<file path="config.mk">
export PLATFORM = sky130hd
export DESIGN_NAME = pip_front
export DESIGN_NICKNAME = d
export VERILOG_FILES = /design/src/hw/rtl/pip_pkg.sv /design/src/hw/rtl/pip_front.sv
export SDC_FILE = /design/constraint.sdc
export NUM_CORES = 1
export LEC_CHECK = 0
export BUFFER_PORTS_ARGS = -buffer_cell sky130_fd_sc_hd__buf_2
export CAP_MARGIN = 20
export CORE_AREA = 4 4 156 158
export CTS_BUF_LIST = sky130_fd_sc_hd__clkbuf_16
export CTS_CLUSTER_DIAMETER = 200
export DETAILED_ROUTE_END_ITERATION = 12
export DIE_AREA = 0 0 160 162
export GPL_TIMING_DRIVEN = 0
export PLACE_DENSITY = 0.8
export SLEW_MARGIN = 20
export SYNTH_ARGS = -nofsm -noshare
export SYNTH_HDL_FRONTEND = slang
export SYNTH_SLANG_ARGS = --single-unit
</file>
<file path="constraint.sdc">
create_clock -name clock -period 6.2 [get_ports clock]
set_clock_uncertainty 0.15 [all_clocks]
set_input_delay 0.62 -clock clock [delete_from_list [all_inputs] [get_ports clock]]
set_output_delay 0.62 -clock clock [all_outputs]
set_load 0.02 [all_outputs]
</file>
<file path="src/hw/rtl/pip_pkg.sv">
`timescale 1ns / 1ps
// ---------------------------------------------------------------------------
// pip_pkg: shared definitions for the point in polygon crossing test
// Widths, register codes, the command beat carried from the front part to
// the back part, and the result beat.
// ---------------------------------------------------------------------------
package pip_pkg;

   // Table size and fixed point format.
   localparam int MAX_EDGES   = 256;
   localparam int FRAC_BITS   = 16;
   localparam int EDGE_AW     = $clog2(MAX_EDGES);
   localparam int COORD_W     = 32;
   localparam int DIR_W       = 18;
   localparam int PROD_W      = 2 * COORD_W;
   localparam int EDGE_W      = 4 * COORD_W;
   localparam int CNT_W       = 9;
   localparam int TOL_W       = 16;
   localparam int IDX_W       = 8;
   localparam int QUEUE_DEPTH = 2;
   localparam int CSR_AW      = 3;
   localparam int CSR_DW      = 32;

   // Operation codes of an input beat.
   typedef enum logic {
      OP_LOAD  = 1'b0,
      OP_QUERY = 1'b1
   } op_type;

   // Register indexes, taken from the word address.
   localparam logic REG_EDGE_COUNT = 1'b0;
   localparam logic REG_TOLERANCE  = 1'b1;

   // One classified beat waiting for the back part.
   typedef struct packed {
      op_type              op;
      logic [IDX_W-1:0]    idx;
      logic [EDGE_W-1:0]   data;
   } cmd_type;

   // One result beat.
   typedef struct packed {
      logic              inside_res;
      logic              on_boundary;
      logic              degenerate;
      logic [CNT_W-1:0]  crossings;
   } result_type;

   // Clamp a difference of two coordinates back into the coordinate range.
   function automatic logic [COORD_W-1:0] sat_coord(input logic [COORD_W:0] v);
      logic [COORD_W-1:0] r;
      if (v[COORD_W] != v[COORD_W-1]) begin
         r = v[COORD_W] ? {1'b1, {(COORD_W-1){1'b0}}} : {1'b0, {(COORD_W-1){1'b1}}};
      end else begin
         r = v[COORD_W-1:0];
      end
      return r;
   endfunction

endpackage

</file>
<file path="src/hw/rtl/pip_front.sv">
`timescale 1ns / 1ps
// ---------------------------------------------------------------------------
// pip_front: input side and command queue
// Accepts input beats, packs each by its operation and holds it in a short
// queue until the back part takes it.
// ---------------------------------------------------------------------------
module pip_front import pip_pkg::*; (
   input  logic                      clock,
   input  logic                      reset,
   input  logic                      push,
   output logic                      full,
   input  logic                      operation,
   input  logic [IDX_W-1:0]          edge_index,
   input  logic signed [COORD_W-1:0] seg_ax,
   input  logic signed [COORD_W-1:0] seg_ay,
   input  logic signed [COORD_W-1:0] seg_bx,
   input  logic signed [COORD_W-1:0] seg_by,
   input  logic signed [COORD_W-1:0] point_x,
   input  logic signed [COORD_W-1:0] point_y,
   input  logic signed [DIR_W-1:0]   dir_x,
   input  logic signed [DIR_W-1:0]   dir_y,
   output logic                      cmd_valid,
   input  logic                      cmd_take,
   output cmd_type                   cmd
);

   localparam int PTR_W = $clog2(QUEUE_DEPTH);
   localparam int FILL_W = $clog2(QUEUE_DEPTH + 1);
   localparam int PAD_W = EDGE_W - 2 * COORD_W - 2 * DIR_W;

   cmd_type             queue_ff [QUEUE_DEPTH];
   logic [PTR_W-1:0]    wr_ptr_ff, wr_ptr_in;
   logic [PTR_W-1:0]    rd_ptr_ff, rd_ptr_in;
   logic [FILL_W-1:0]   fill_ff, fill_in;
   logic                wr;
   logic                rd;
   cmd_type             beat;

   // Pack the beat: a load keeps both endpoints, a query its point and ray.
   always_comb begin
      beat.op  = op_type'(operation);
      beat.idx = edge_index;
      if (op_type'(operation) == OP_LOAD) begin
         beat.data = {seg_by, seg_bx, seg_ay, seg_ax};
      end else begin
         beat.data = {{PAD_W{1'b0}}, dir_y, dir_x, point_y, point_x};
      end
   end

   assign full      = (fill_ff == FILL_W'(QUEUE_DEPTH));
   assign cmd_valid = (fill_ff != '0);
   assign cmd       = queue_ff[rd_ptr_ff];
   assign wr        = push && !full;
   assign rd        = cmd_take && cmd_valid;

   // Queue pointers and fill level.
   always_comb begin
      wr_ptr_in = wr ? PTR_W'(wr_ptr_ff + 1'b1) : wr_ptr_ff;
      rd_ptr_in = rd ? PTR_W'(rd_ptr_ff + 1'b1) : rd_ptr_ff;
      fill_in   = fill_ff;
      if (wr && !rd) begin
         fill_in = fill_ff + 1'b1;
      end else if (rd && !wr) begin
         fill_in = fill_ff - 1'b1;
      end
   end

   always_ff @(posedge clock) begin
      if (reset) begin
         wr_ptr_ff <= '0;
         rd_ptr_ff <= '0;
         fill_ff   <= '0;
      end else begin
         wr_ptr_ff <= wr_ptr_in;
         rd_ptr_ff <= rd_ptr_in;
         fill_ff   <= fill_in;
      end
   end

   always_ff @(posedge clock) begin
      if (wr) begin
         queue_ff[wr_ptr_ff] <= beat;
      end
   end

endmodule

</file>
==> impl_results.md <==
- Syn. warnings: 0
- Worst-case clock buffer depth: 3
- Slowest-stage cell, CP: mux2_2
- Max-slew violations: 0
- Internal Pwr Total: 0.004011 W
- Cell Area, Placed: 0.01394 mm^2
- CP Data Required Time: 5430 ps
- P_sw: 0.001743 W
- CTS Buf Count: 28
- Clock Sinks: 279
- Max incr delay on CP: 350 ps
- Number of vias per cell: 5.013
- Post-CTS sizing: 0
- Worst Hold Class: input pin to register
- Initial Utilization: 50.13%
- Detail Route Antenna Nets: 0
- CTS tree: done
- Avg WL per Cell: 18.87 um
- Core area: 0.02312 mm^2
- First-pass GRT wire length: 37750 um
- Relative slew slack: 49.21%
- Flop and latch count out of synthesis: 279
- Input/output buffers: 379
- Startpoint Class: register
- Post-Syn Area per Cell: 19.55 um^2
- Syn Nets: 835
- LEAKAGE: 5.785 nW
- Place WS: 3619 ps
- Initial antenna violation count: 1
- CTS clock-pin slew for the worst setup and hold paths: 60 ps
- CP Class: register to output port
- Maximum VDD drop: 0.0002357 V
- Die height: 162 um
- Drt pass-1 iters: 4
- Boundary Pins: 380
- Final Instance Area: 0.01481 mm^2
- Vias in the first global route: 7068
- Register area share after synthesis: 71.85%
- Max-Cap Viols: 0
- Iteration-0 DRC Markers: 233
- Sequential share of power: 42.5%
- Clk_lat worst skew: 530 ps
- Grt ovf: 0
- DIE AREA: 0.02592 mm^2
- Drt drc: 0
- Largest net degree at the start of global routing: 77
- Synth Cell Area: 0.01159 mm^2
- Area Overhead vs Synth: 27.76%
- Root buf cell: clkbuf_16
- Total setup buffers inserted after CTS: 0
- Min cycle time layout: 2617 ps
- Hold_buf cts: 0
- Worst Path Max Fanout: 10
- Pwr per Cell Area: 388.6 mW/mm^2
- Hold Violations, Final: 0
- Clock share of power: 27.4%
- Worst-Margin Slew: 761.9 ps
- Fmax: 382.1 MHz
- HPWL Detailed: 17790 um
- RePlAce Congestion: 0.7801
- Width of the die: 160 um
- Net switching fraction of the power: 30.30%
- Crit path DAT: 1850 ps
- Crit. End Element: output port
- Share of layout cells above drive strength 1: 67.28%
- Final #Nets: 1247
- Setup TNS: 0 ps
- Cell variety after synth: 18
- Global-route usage over all layers: 18.33%
- Worst Slack Setup Final: 3583 ps
- Critical Path, Cell by Cell: buf_4 -> buf_6 -> mux2_2 -> buf_2
- Final Cycle Share: 42.21%
- Syn Inst Count: 593
- RSZ-0062 raised after global routing: no
- End-of-flow core utilization: 64.05%
- Final setup viols: 0
- Final wirelength: 24870 um
- H-tree levels: 1
- Cell Rows: 56
- Status: finished, final reports clean
- Vias: 6607
- Combinational power share: 30.1%
-- cells in the final DEF (no fill, tap or decap) --
cell / netlist / layout
diode_2: 0 / 1
clkinv_1: 0 / 6
xor2_1: 3 / 3
or2_2: 1 / 1
mux2_2: 237 / 237
clkbuf_1: 2 / 2
buf_12: 0 / 1
and2b_1: 2 / 2
edfxtp_1: 274 / 274
or3_1: 2 / 2
buf_2: 0 / 379
clkinv_2: 0 / 9
inv_8: 0 / 1
buf_4: 4 / 4
dfxtp_1: 5 / 5
ha_1: 1 / 1
nor2b_2: 1 / 1
and2_4: 0 / 1
nor2b_1: 26 / 26
buf_6: 23 / 23
bufinv_16: 0 / 2
clkbuf_16: 0 / 28
clkinv_8: 0 / 1
nor2_1: 4 / 4
a21oi_1: 2 / 2
clkinvlp_4: 0 / 1
inv_1: 2 / 6
buf_16: 0 / 2
o21ai_0: 3 / 3
-- area by class of cell --
class                           count  area, um^2
Inverter                            2       15.01
Buffer                             29       296.5
Tap cell                          290       362.8
Clock buffer                       28       700.7
Antenna cell                        1       2.502
Timing Repair Buffer              382        1972
Multi-Input combinational cell    283        2962
Clock inverter                     24       170.2
Fill cell                        1656        8313
Sequential cell                   279        8328
-- layer usage --
metal | vias to the layer above | GRT usage (%) | part of all wire [%]
met5 | - | 0 | 0
met4 | 0 | 6.062 | 3.1
met3 | 45 | 4.288 | 6.9
met2 | 255 | 33.14 | 52
met1 | 3176 | 21.70 | 38
li1 | 3131 | - | -
-- cell usage after synthesis --
library cell | instances | area, um^2
dfxtp_1 | 5 | 100.1
mux2_2 | 237 | 2669
nor2b_1 | 26 | 162.7
xor2_1 | 3 | 26.28
clkbuf_1 | 2 | 7.510
a21oi_1 | 2 | 10.01
inv_1 | 2 | 7.510
and2_1 | 1 | 6.260
or2_2 | 1 | 6.260
nor2_1 | 4 | 15.01
ha_1 | 1 | 12.51
buf_6 | 23 | 259.0
buf_4 | 4 | 30.03
or3_1 | 2 | 12.51
edfxtp_1 | 274 | 8228
and2b_1 | 2 | 15.01
o21ai_0 | 3 | 15.01
nor2b_2 | 1 | 8.760
-- power by group through the flow --
stage,sequential [W],clock [W],combinational [W]
after CTS,0.00245,0.00161,0.00177
after global routing,0.00247,0.00169,0.00185
after detailed placement,0.00249,0,0.00175
final,0.00245,0.00157,0.00173
after global placement,0.00253,0,0.00171
after floorplan,0.00250,0,0.00117
-- critical path, delay by kind of cell (launching register included) --
family,cells,cell delay (ps)
buffers and inverters,3,630
muxes,1,350
DFF,1,320
-- flip-flops by register name (all words and copies together), names as in the netlist, named ones only --
signal and cells:
rd_ptr_ff 1, fill_ff 2, wr_ptr_ff 1, queue_ff 274
-- per-stage QoR --
step,total power (W),std cells,hold slack (ps)
floorplan,0.003669,593,301.6
global placement,0.004246,1262,316.6
detailed placement,0.004241,1265,339.6
CTS,0.005828,1317,95.19
global route,0.006009,1318,95.50
finish,0.005755,1318,128.6
-- cells by family (layout without fill, tap and decap cells) --
family                   count (synthesis)  count (layout)  synth area share [%]
AO/OA/AOI/OAI                            5               5                0.2159
AND/OR/NAND/NOR                         37              37                 1.954
other                                    0               1                     0
buffers and inverters                   31             465                 2.623
multiplexers                           237             237                 23.02
XOR/XNOR                                 3               3                0.2267
adder cells (fa/ha/maj)                  1               1                0.1079
flip-flops                             279             279                 71.85
-- path summary, 6_finish.rpt --
kind,start,end,slack (ps),cells after the start
setup / recovery,register,cmd[64],3580,4
hold / removal,edge_index[6],queue_ff[1][134]$_DFFE_PP_,130,1
setup reg to reg,fill_ff[1]$_SDFFE_PP0P_,queue_ff[0][50]$_DFFE_PP_,3940,4
hold reg to reg,rd_ptr_ff$_SDFFE_PP0P_,register,350,2
Note: power is estimated with default switching activity, not from simulation.
